$ cat src/sv/trmm_pkg.sv
// ----------------------------------------------------------------------------
// trmm_pkg: shared types and constants for the max/min reflectance block
// Payload structs, the square-root chain state and the widths they follow.
// ----------------------------------------------------------------------------
package trmm_pkg;

  localparam int unsigned PixW  = 8;             // pixel and result width
  localparam int unsigned DiffW = PixW + 1;      // signed pixel difference
  localparam int unsigned SqW   = 2 * PixW;      // one squared difference
  localparam int unsigned RadW  = SqW + 2;       // radicand E = 2*(d1^2 + d2^2)
  localparam int unsigned RootW = RadW / 2;      // one cell per root bit
  localparam int unsigned RemW  = RootW + 1;     // remainder is at most 2*root
  localparam int unsigned CsumW = PixW + 1;      // pixel_a + pixel_c + 1
  localparam int unsigned FrontStages = 2;
  localparam int unsigned LatCycles   = FrontStages + RootW + 1;
  localparam logic [PixW-1:0] PixMax  = '1;

  typedef struct packed {
    logic [PixW-1:0] pixel_a;
    logic [PixW-1:0] pixel_b;
    logic [PixW-1:0] pixel_c;
  } pix_t;

  typedef struct packed {
    logic [PixW-1:0] reflect_max;
    logic [PixW-1:0] reflect_min;
  } res_t;

  // State handed from one root cell to the next
  typedef struct packed {
    logic             vld;
    logic [RadW-1:0]  rad;    // radicand bits still to consume, msb first
    logic [RemW-1:0]  rem;    // running remainder
    logic [RootW-1:0] root;   // partial root
    logic [CsumW-1:0] csum;   // pixel_a + pixel_c + 1, carried along
  } sqrt_st_t;

endpackage

$ cat src/sv/trmm_front.sv
// ----------------------------------------------------------------------------
// trmm_front: radicand front end
// Two stages: pixel differences, then squares summed and doubled.
// ----------------------------------------------------------------------------
module trmm_front (
  input  logic                clk_i,
  input  logic                rst_ni,
  input  logic                vld_i,
  input  trmm_pkg::pix_t      pix_i,
  output trmm_pkg::sqrt_st_t  st_o
);

  logic                               vld_a_q;
  logic signed [trmm_pkg::DiffW-1:0]  d1_q, d2_q;
  logic        [trmm_pkg::CsumW-1:0]  csum_a_q;

  logic signed [2*trmm_pkg::DiffW-1:0] p1, p2;
  logic        [trmm_pkg::SqW:0]       sq_sum;

  logic                               vld_b_q;
  logic        [trmm_pkg::RadW-1:0]   rad_q;
  logic        [trmm_pkg::CsumW-1:0]  csum_b_q;

  always_ff @(posedge clk_i or negedge rst_ni) begin
    if (!rst_ni) begin
      vld_a_q <= 1'b0;
      vld_b_q <= 1'b0;
    end else begin
      vld_a_q <= vld_i;
      vld_b_q <= vld_a_q;
    end
  end

  always_ff @(posedge clk_i) begin
    d1_q     <= $signed({1'b0, pix_i.pixel_a}) - $signed({1'b0, pix_i.pixel_b});
    d2_q     <= $signed({1'b0, pix_i.pixel_b}) - $signed({1'b0, pix_i.pixel_c});
    csum_a_q <= {1'b0, pix_i.pixel_a} + {1'b0, pix_i.pixel_c} + trmm_pkg::CsumW'(1);
  end

  // Squares of 9-bit signed values fit 16 bits unsigned
  assign p1     = (2*trmm_pkg::DiffW)'(d1_q) * (2*trmm_pkg::DiffW)'(d1_q);
  assign p2     = (2*trmm_pkg::DiffW)'(d2_q) * (2*trmm_pkg::DiffW)'(d2_q);
  assign sq_sum = {1'b0, p1[trmm_pkg::SqW-1:0]} + {1'b0, p2[trmm_pkg::SqW-1:0]};

  always_ff @(posedge clk_i) begin
    rad_q    <= {sq_sum, 1'b0};
    csum_b_q <= csum_a_q;
  end

  always_comb begin
    st_o      = '0;
    st_o.vld  = vld_b_q;
    st_o.rad  = rad_q;
    st_o.csum = csum_b_q;
  end

endmodule

$ cat src/sv/trmm_cell.sv
// ----------------------------------------------------------------------------
// trmm_cell: one square-root cell
// Resolve one root bit from the next two radicand bits and pass on.
// ----------------------------------------------------------------------------
module trmm_cell (
  input  logic                clk_i,
  input  logic                rst_ni,
  input  trmm_pkg::sqrt_st_t  st_i,
  output trmm_pkg::sqrt_st_t  st_o
);

  localparam int unsigned AccW = trmm_pkg::RemW + 2;

  logic [AccW-1:0] acc, trial, diff;
  logic            take;

  logic                        vld_q;
  logic [trmm_pkg::RadW-1:0]   rad_q;
  logic [trmm_pkg::RemW-1:0]   rem_q;
  logic [trmm_pkg::RootW-1:0]  root_q;
  logic [trmm_pkg::CsumW-1:0]  csum_q;

  assign acc   = {st_i.rem, st_i.rad[trmm_pkg::RadW-1 -: 2]};
  assign trial = {1'b0, st_i.root, 2'b01};
  assign take  = (acc >= trial);
  assign diff  = acc - trial;

  always_ff @(posedge clk_i or negedge rst_ni) begin
    if (!rst_ni) begin
      vld_q <= 1'b0;
    end else begin
      vld_q <= st_i.vld;
    end
  end

  always_ff @(posedge clk_i) begin
    rad_q  <= {st_i.rad[trmm_pkg::RadW-3:0], 2'b00};
    rem_q  <= take ? diff[trmm_pkg::RemW-1:0] : acc[trmm_pkg::RemW-1:0];
    root_q <= {st_i.root[trmm_pkg::RootW-2:0], take};
    csum_q <= st_i.csum;
  end

  always_comb begin
    st_o.vld  = vld_q;
    st_o.rad  = rad_q;
    st_o.rem  = rem_q;
    st_o.root = root_q;
    st_o.csum = csum_q;
  end

endmodule

$ cat src/sv/trmm_back.sv
// ----------------------------------------------------------------------------
// trmm_back: result stage
// Round max/min from the root and remainder, clamp, and register.
// ----------------------------------------------------------------------------
module trmm_back (
  input  logic                clk_i,
  input  logic                rst_ni,
  input  trmm_pkg::sqrt_st_t  st_i,
  output logic                done_o,
  output trmm_pkg::res_t      res_o
);

  logic [trmm_pkg::CsumW:0]   hi_sum;
  logic [trmm_pkg::CsumW-1:0] hi_half;
  logic [trmm_pkg::RootW:0]   root_up;
  logic signed [trmm_pkg::CsumW+1:0] lo_diff;
  logic [trmm_pkg::PixW-1:0]  max_d, min_d;

  logic                       done_q;
  trmm_pkg::res_t             res_q;

  // Ceiling root: bump when the remainder is nonzero
  assign root_up = {1'b0, st_i.root} + (trmm_pkg::RootW+1)'(st_i.rem != '0);
  assign hi_sum  = {1'b0, st_i.csum} + (trmm_pkg::CsumW+1)'(st_i.root);
  assign hi_half = hi_sum[trmm_pkg::CsumW:1];
  assign lo_diff = $signed({2'b00, st_i.csum}) - $signed({1'b0, root_up});

  always_comb begin
    if (hi_half > trmm_pkg::CsumW'(trmm_pkg::PixMax)) begin
      max_d = trmm_pkg::PixMax;
    end else begin
      max_d = hi_half[trmm_pkg::PixW-1:0];
    end
    if (lo_diff[trmm_pkg::CsumW+1]) begin
      min_d = '0;
    end else begin
      min_d = lo_diff[trmm_pkg::PixW:1];
    end
  end

  always_ff @(posedge clk_i or negedge rst_ni) begin
    if (!rst_ni) begin
      done_q <= 1'b0;
    end else begin
      done_q <= st_i.vld;
    end
  end

  always_ff @(posedge clk_i) begin
    res_q.reflect_max <= max_d;
    res_q.reflect_min <= min_d;
  end

  assign done_o = done_q;
  assign res_o  = res_q;

endmodule

$ cat src/sv/ting_reflectance_max_min.sv
// ----------------------------------------------------------------------------
// ting_reflectance_max_min: max/min bireflectance per pixel
// Each start transfer yields one done strobe with its result.
// Throughput: one pixel per cycle; busy is never raised.
// Data flows through 2 front stages, the 9-cell square-root chain
// and 1 result stage. Reset clears only the valid bits along the chain.
// Results show for one cycle on done_o; the receiver cannot stall.
// ----------------------------------------------------------------------------
module ting_reflectance_max_min (
  input  logic            clk_i,
  input  logic            rst_ni,
  input  logic            start,
  output logic            busy,
  input  trmm_pkg::pix_t  pix_i,
  output logic            done_o,
  output trmm_pkg::res_t  res_o
);

  // Chain links: link 0 leaves the front end, link RootW enters the back end
  trmm_pkg::sqrt_st_t chain [trmm_pkg::RootW+1];

  // Every stage advances each cycle, so a new transfer is always taken
  assign busy = 1'b0;

  // Front end: differences and csum = a + c + 1, then E = 2*(d1^2 + d2^2)
  trmm_front u_front (
    .clk_i  (clk_i),
    .rst_ni (rst_ni),
    .vld_i  (start & ~busy),
    .pix_i  (pix_i),
    .st_o   (chain[0])
  );

  // Root chain: each cell settles one root bit, msb first, by the
  // restoring digit-by-digit method, and hands the remainder onward
  for (genvar gi = 0; gi < trmm_pkg::RootW; gi++) begin : g_cell
    trmm_cell u_cell (
      .clk_i  (clk_i),
      .rst_ni (rst_ni),
      .st_i   (chain[gi]),
      .st_o   (chain[gi+1])
    );
  end

  // Result stage: max uses floor root, min uses ceiling root
  trmm_back u_back (
    .clk_i  (clk_i),
    .rst_ni (rst_ni),
    .st_i   (chain[trmm_pkg::RootW]),
    .done_o (done_o),
    .res_o  (res_o)
  );

endmodule

$ cat config.mk
export PLATFORM = sky130hd
export DESIGN_NAME = ting_reflectance_max_min
export DESIGN_NICKNAME = d
export VERILOG_FILES = /design/src/sv/trmm_pkg.sv /design/src/sv/trmm_front.sv /design/src/sv/trmm_cell.sv /design/src/sv/trmm_back.sv /design/src/sv/ting_reflectance_max_min.sv
export SDC_FILE = /design/constraint.sdc
export NUM_CORES = 1
export LEC_CHECK = 0
export BUFFER_PORTS_ARGS = -buffer_cell sky130_fd_sc_hd__buf_2
export CAP_MARGIN = 20
export CORE_MARGIN = 3
export CORE_UTILIZATION = 63
export DETAILED_ROUTE_END_ITERATION = 16
export HOLD_SLACK_MARGIN = 0.15
export PLACE_DENSITY = 0.9
export SYNTH_ARGS = -nofsm -noshare
export SYNTH_HDL_FRONTEND = slang
export SYNTH_SLANG_ARGS = --single-unit
export TNS_END_PERCENT = 20
$ cat constraint.sdc
create_clock -name clk_i -period 8.2 [get_ports clk_i]
set_input_delay 0.41 -clock clk_i [delete_from_list [all_inputs] [get_ports clk_i]]
set_output_delay 0.41 -clock clk_i [all_outputs]
set_load 0.02 [all_outputs]
==> run metrics, run 1 <==
Setup crit start kind=flip-flop; met3 WL=1480 um; Yosys reg bits=354; mapped cell area=17400 um^2; Post-DRT Antenna Nets=0; Final Setup Violations=0; Syn Inst Count=1678; Cell Chain, Critical Path=and2_1 > inv_1 > fa_1 > inv_1 > fa_1 > inv_1 > fa_1 > inv_1 > fa_1 > ha_1 > ha_1 > nor2b_1 > o2111ai_1 > a31oi_1 > o21a_1 > nor2_1 > xnor3_1 > ha_1 > nor3_1 > a31oi_1 > o21ai_0 > a211o_1; num rows=60; die area=29700 um^2; Worst path max stage delay=0.59 ns; post-synthesis area per instance=10.4 um^2; Max Freq=158 MHz; Post-synth EDFFs=0; pin count of the biggest net entering global routing=17; Compound-Gate Fraction of Synth Area=9.42%; total CTS buffers=36; Global Route Usage Sum=24.7%; RSZ-0062 raised after global routing=no; CTS tree=done; Yosys warning total=0; Seq/Total Area, Yosys=41.0%; Main synth FF type=dfxtp_1; worst path arrival time=6.72 ns; Metal-1 WL=13300 um; pre-CTS setup slack=2.05 ns; CP endpoint kind=flip-flop; setup TNS=0 ns; post-synthesis mux area share=1.24%; status=finished clean; hpwl dp=24900 um; number of detailed-route iterations in the first pass=5; CTS Sinks=354; Worst EP required=8.60 ns; clock slew at reported path FFs=0.07 ns; Adder-Cell Fraction of Synth Area=25.9%; count of pins over their slew limit=0; Clock Latency Late Sink=0.53 ns; IO Count=45; CTS-repair resized insts=0; main combinational cell family by area after synthesis=adder cells; Max Root-Sink Buffers=3; vias in the first global route=12700; initial antenna violation count=0; ys async rst share=3.39%; DRC viols=0; grt ovf=0; initial core utilization=64.3%; type of the worst min-delay path=input pin to flip-flop; Simple-Gate Fraction of Synth Area=10.1%; number of I/O port buffers=43; initial drt markers=756; DIE HEIGHT=172 um; GPL Wtd Cong=0.888; met2 routed WL=19200 um; H-tree levels=2; Slew Limit Headroom=44.4%; post-route minimum period=6.33 ns; first-pass GRT wire length=58800 um; fin nets=2068; post-synthesis cell type count=70; Die Wd=172 um; Slew @ Worst Pin=0.830 ns; wire length per cell=16.5 um; total number of vias=11700; share of cells above drive strength 1=7.85%; core area=27100 um^2; Critical Path Slowest Stage Cell=dfxtp_1; Top Metal Used=met4; skew final=0.0215 ns; XOR/XNOR Fraction of Synth Area=6.16%; Detailed Route WL=35400 um; max-cap viol count=0; via/cell ratio=5.44; period utilization=77.1%; Hold Vio Cnt, Final=0; Filler cells=1709; setup ws final=1.87 ns; CTS Root Cell=clkbuf_16; Antenna Cells=0; critical path class=flip-flop to flip-flop; CP max FO=10; Area Growth Syn to Fin=10.5%
registers in the layout, summed over array words and instances, names as in the netlist:
name and cells:
g_cell.u_cell.vld_q 9, u_front.vld_a_q 1, u_front.vld_b_q 1, g_cell.u_cell.root_q 45, u_front.csum_b_q 9, u_front.d1_q 9, u_front.csum_a_q 9, g_cell.u_cell.csum_q 81
g_cell.u_cell.rem_q 83, g_cell.u_cell.rad_q 64, u_back.res_o 16, u_front.d2_q 9, u_front.rad_q 17, u_back.done_o 1
layout by cell type, fill, tap and decap left out, types with 17 or more instances in the layout:
cell type	netlist	layout
a21o_1	24	24
o21a_1	25	25
and2_1	29	29
nor2b_1	33	33
clkbuf_16	0	36
o21ai_0	74	74
a21oi_1	51	51
xor2_1	32	32
dfxtp_1	342	342
ha_1	183	183
xnor2_1	88	88
nand2_1	118	118
buf_2	5	43
nand2b_1	17	17
inv_1	263	263
nor2_1	74	74
fa_1	111	111
critical path: cells and delay by family (launching register included):
| family | cells | cell delay, ns |
|---|---|---|
| and+or+nand+nor | 4 | 0.58 |
| DFF | 1 | 0.59 |
| xor gates and xnor gates | 1 | 0.42 |
| adders and majority gates | 7 | 3.14 |
| AOI/OAI and AO/OA | 6 | 1.21 |
| buffers and inverters | 4 | 0.26 |
Yosys cell counts, types with 5 or more instances:
master | number | area (um^2)
mux2i_1 | 8 | 80.1
or3_1 | 9 | 56.3
mux2_2 | 12 | 135
nand2_1 | 118 | 443
a21boi_0 | 7 | 52.6
ha_1 | 183 | 2290
nor2b_1 | 33 | 206
inv_1 | 263 | 987
a21oi_1 | 51 | 255
nor3b_1 | 5 | 37.5
nor3_1 | 16 | 80.1
nand3_1 | 10 | 50.1
xor2_1 | 32 | 280
or2_2 | 6 | 37.5
o31ai_1 | 10 | 75.1
nor2_1 | 74 | 278
dfrtp_1 | 12 | 300
dfxtp_1 | 342 | 6850
o21ai_0 | 74 | 370
nor4_1 | 15 | 93.8
fa_1 | 111 | 2220
nand2b_1 | 17 | 106
xnor2_1 | 88 | 771
and2_1 | 29 | 181
a211oi_1 | 8 | 60.1
clkbuf_1 | 9 | 33.8
o21bai_1 | 7 | 52.6
buf_2 | 5 | 25.0
a31oi_1 | 9 | 56.3
o21ai_1 | 7 | 35.0
a21o_1 | 24 | 180
o21a_1 | 25 | 188
per-stage QoR:
stage / cells / area [um^2] / hold WS [ns] / util [%]
after floorplan: 1679 / 17400 / 0.114 / -
after global placement: 2078 / 18000 / 0.278 / 66.5
after detailed placement: 2078 / 18000 / 0.301 / 66.5
after CTS: 2142 / 19300 / 0.192 / 71.0
after global routing: 2143 / 19300 / 0.209 / 71.1
final: 2143 / 19300 / 0.200 / 71.1
area by class of cell:
type / instances / area [um^2] / share of cell area, %
sequential: 354 / 7150 / 37.1
inverter: 264 / 991 / 5.15
timing repair buffer: 46 / 243 / 1.26
clock buffer: 44 / 981 / 5.09
tap: 372 / 465 / 2.42
multi-input combinational: 1045 / 9220 / 47.8
clock inverter: 18 / 218 / 1.13
layer usage:
| metal | GRT usage (%) | vias to the layer above |
|---|---|---|
| li1 | - | 5558 |
| met1 | 26.0 | 5642 |
| met2 | 48.6 | 340 |
| met3 | 3.80 | 122 |
| met4 | 10.1 | 0 |
| met5 | 0 | - |
cells by family (layout without fill, tap and decap cells):
logic type | after synthesis | in the layout
multiplexers | 20 | 20
AND/OR/NAND/NOR | 356 | 356
XOR/XNOR | 121 | 121
other | 1 | 2
adder cells (fa/ha/maj) | 294 | 294
AO/OA/AOI/OAI | 252 | 252
flip-flops | 354 | 354
buffers and inverters | 280 | 372
repair_timing:
action                                  in CTS  in global routing
hold buffers                                 2                  0
endpoints found under the hold margin       13                  0
endpoints found under the setup margin       0                  0
buffers inserted                             0                  0
path summary, 6_finish.rpt:
path,start,end,slack (ns),depth (start not counted)
max in group asynchronous,rst_ni,g_cell[3].u_cell.vld_q,7.69,2
worst max register to register,u_front.d2_q[6],u_front.rad_q[16],1.87,22
worst min-delay path,pix_i[0],u_front.d2_q[0],0.20,3
worst max-delay path,u_front.d2_q[6],u_front.rad_q[16],1.87,22
min in group asynchronous,rst_ni,u_back.done_o,0.29,2
worst min register to register,u_front.csum_b_q[8],g_cell[0].u_cell.csum_q[8],0.32,0
Power of run 1 is not shown: default switching activity piles up to over one toggle a cycle in this logic, so the estimate is an artifact.
==> run 2: changes to the inputs <==
--- a/config.mk
+++ b/config.mk
@@ -5,13 +5,14 @@
 export SDC_FILE = /design/constraint.sdc
 export NUM_CORES = 1
 export LEC_CHECK = 0
+export ABC_AREA = 1
 export BUFFER_PORTS_ARGS = -buffer_cell sky130_fd_sc_hd__buf_2
 export CAP_MARGIN = 20
 export CORE_MARGIN = 3
-export CORE_UTILIZATION = 63
+export CORE_UTILIZATION = 57
 export DETAILED_ROUTE_END_ITERATION = 16
 export HOLD_SLACK_MARGIN = 0.15
-export PLACE_DENSITY = 0.9
+export PLACE_DENSITY = 0.87
 export SYNTH_ARGS = -nofsm -noshare
 export SYNTH_HDL_FRONTEND = slang
 export SYNTH_SLANG_ARGS = --single-unit
==> constraint.sdc (replaced) <==
create_clock -name clk_i -period 5.4 [get_ports clk_i]
set_input_delay 0.27 -clock clk_i [delete_from_list [all_inputs] [get_ports clk_i]]
set_output_delay 0.27 -clock clk_i [all_outputs]
set_load 0.02 [all_outputs]
==> run metrics, run 2 <==
most frequent cell after synthesis=nand2_1; Global Route Usage Sum=21.6%; ys async rst share=3.39%; Worst EP required=5.83 ns; CTS tree=done; Hold Vio Cnt, Final=0; CTS Root Cell=clkbuf_16; Commonest cells post-synth=nand2_1, inv_1, dfxtp_1; first-pass GRT wire length=64400 um; Detailed Route WL=41300 um; total CTS buffers=36; GPL Wtd Cong=0.968; wire length per cell=15.1 um; highest-count cells in the layout ignoring fill and taps=inv_1, nand2_1, dfxtp_1; setup TNS=-1.01 ns; count of pins over their slew limit=0; vias in the first global route=14600; via/cell ratio=5.22; DRC viols=0; Setup crit start=u_front.d2_q[2]; Post-synth EDFFs=0; FF-to-FF setup slack=-0.28 ns; hpwl dp=28400 um; H-tree levels=2; initial antenna violation count=2; pin count of the biggest net entering global routing=16; Main synth FF type=dfxtp_1; Clock Latency Late Sink=0.53 ns; RSZ-0062 raised after global routing=yes; Slew Limit Headroom=65.5%; IO Count=45; Slew @ Worst Pin=0.516 ns; post-synth top area share=36.7%; worst path arrival time=6.11 ns; Top reg by flops=g_cell.u_cell.rem_q; fin nets=2604; Seq. cell area=7180 um^2; Syn Inst Count=2153; core area=31900 um^2; CTS Sinks=354; Yosys reg bits=354; mapped cell area=18700 um^2; CP max FO=5; post-synthesis area per instance=8.67 um^2; Area after DPL=19700 um^2; failing checks=negative setup slack; Die Wd=187 um; Reg2Reg Depth=21; type of the worst min-delay path=input pin to flip-flop; Largest regs=g_cell.u_cell.rem_q: 83 flops, g_cell.u_cell.csum_q: 81 flops, g_cell.u_cell.rad_q: 64 flops; number of detailed-route iterations in the first pass=7; worst r2r src=u_front.d2_q[2]; worst hold margin=0.147 ns; max-cap viol count=0; area of the multi-input gates=10300 um^2; Seq/Total Area, Yosys=38.3%; Setup crit start kind=flip-flop; setup ws final=-0.277 ns; number of I/O port buffers=43; placed insts=2657; max reg flops=83; Final Non-Filler Cells=2743; critical path class=flip-flop to flip-flop; Setup crit end=u_front.rad_q[14]; fin area=21600 um^2; share of cells above drive strength 1=13.7%; Synth area leaders=dfxtp_1, ha_1, fa_1; initial core utilization=58.5%; CP endpoint kind=flip-flop; num rows=65; Antenna Cells=0; DIE HEIGHT=187 um; grt ovf=0; Max Freq=176 MHz; Yosys warning total=0; Area Growth Syn to Fin=16.0%; status=finished with violations; post-route minimum period=5.68 ns; initial drt markers=1101; Max Root-Sink Buffers=3; clock slew at reported path FFs=0.06 ns; Final Setup Violations=7; period utilization=105%; Filler cells=2351; Post-DRT Antenna Nets=0; die area=34900 um^2; cell taking the most area after synthesis=dfxtp_1; skew final=0.0170 ns; most common cell after layout, fill and taps aside=inv_1; post-synthesis cell type count=45; total number of vias=14300; Worst R2R End=u_front.rad_q[14]
[run 2: cell types whose count changed in the layout (fill, tap and decap cells not counted), moves of 29 or more]
cell,change
and2_1,-29
buf_4,+58
nor2b_1,-33
nand3_1,+81
inv_1,+158
a21oi_1,+29
xor2_1,+36
ha_1,-29
nor2_1,+36
nand2_1,+301
xnor2_1,-52
[run 2: area by class of cell]
type                            instances  share of cell area (%)
Clock buffer                           45                    4.46
Clock inverter                         18                    1.03
Inverter                              434                    7.53
Multi-Input combinational cell       1343                    47.7
Sequential cell                       354                    33.2
Tap cell                              435                    2.51
Timing Repair Buffer                  114                    3.62
[run 2: what timing repair did]
| action | in CTS | in global routing |
|---|---|---|
| pin swaps | 2 | 33 |
| buffers inserted | 3 | 9 |
| hold buffers | 11 | 0 |
| endpoints found under the setup margin | 7 | 9 |
| hold endpoints to repair | 19 | 0 |
| resized for setup | 21 | 118 |
| gates cloned | 0 | 0 |
[run 2: critical path, cell delays in order, from the launching register on]
cell and delay, ns:
dfxtp_2 0.42, nand2_1 0.13, fa_1 0.62, inv_1 0.08
fa_1 0.53, inv_1 0.06, fa_1 0.50, inv_1 0.06
fa_1 0.48, ha_1 0.35, ha_4 0.29, a21oi_4 0.22
o21ai_2 0.11, buf_4 0.15, xnor2_1 0.21, inv_1 0.12
ha_4 0.30, nand2_1 0.12, o21ai_0 0.35, nand2_1 0.15
nand3_1 0.14, xor2_1 0.19
[run 2: worst min path at each step]
stage                         start                     end  slack (ns)  cells after the start
after floorplan              rst_ni  g_cell[0].u_cell.vld_q       -0.03                      0
after global placement       rst_ni         u_front.vld_a_q        0.15                      1
after detailed placement     rst_ni         u_front.vld_a_q        0.16                      1
after CTS                 pix_i[16]         u_front.d1_q[0]        0.15                      4
after global routing      pix_i[16]     u_front.csum_a_q[0]        0.15                      4
final                     pix_i[16]     u_front.csum_a_q[0]        0.15                      4
[run 2: kinds of logic (layout without fill, tap and decap cells)]
| logic type | count (synthesis) | after routing | synth area share, % |
|---|---|---|---|
| DFF | 354 | 354 | 38.3 |
| xor gates and xnor gates | 107 | 107 | 5.02 |
| other | 1 | 2 | 0.0201 |
| buffers and inverters | 457 | 611 | 9.42 |
| and+or+nand+nor | 708 | 708 | 16.0 |
| adders and majority gates | 294 | 294 | 24.2 |
| AOI/OAI and AO/OA | 232 | 232 | 7.06 |
[run 2: layer usage]
layer  up-vias  wire [um]  GRT usage [%]
li1       6916          -              -
met1      6666      16200           24.5
met2       535      21000           41.1
met3       203       2080           3.09
met4         4       2010           7.50
met5         -         27              0
[run 2: metrics by stage]
step / util, % / setup WS [ns]
2_1_floorplan: - / 0.0150
3_3_place_gp: 61.6 / 0.0396
3_5_place_dp: 61.6 / -0.108
4_1_cts: 66.0 / -0.0211
5_1_grt: 67.9 / -0.351
6_report: 67.9 / -0.277
Power of run 2 is left out for the same reason.
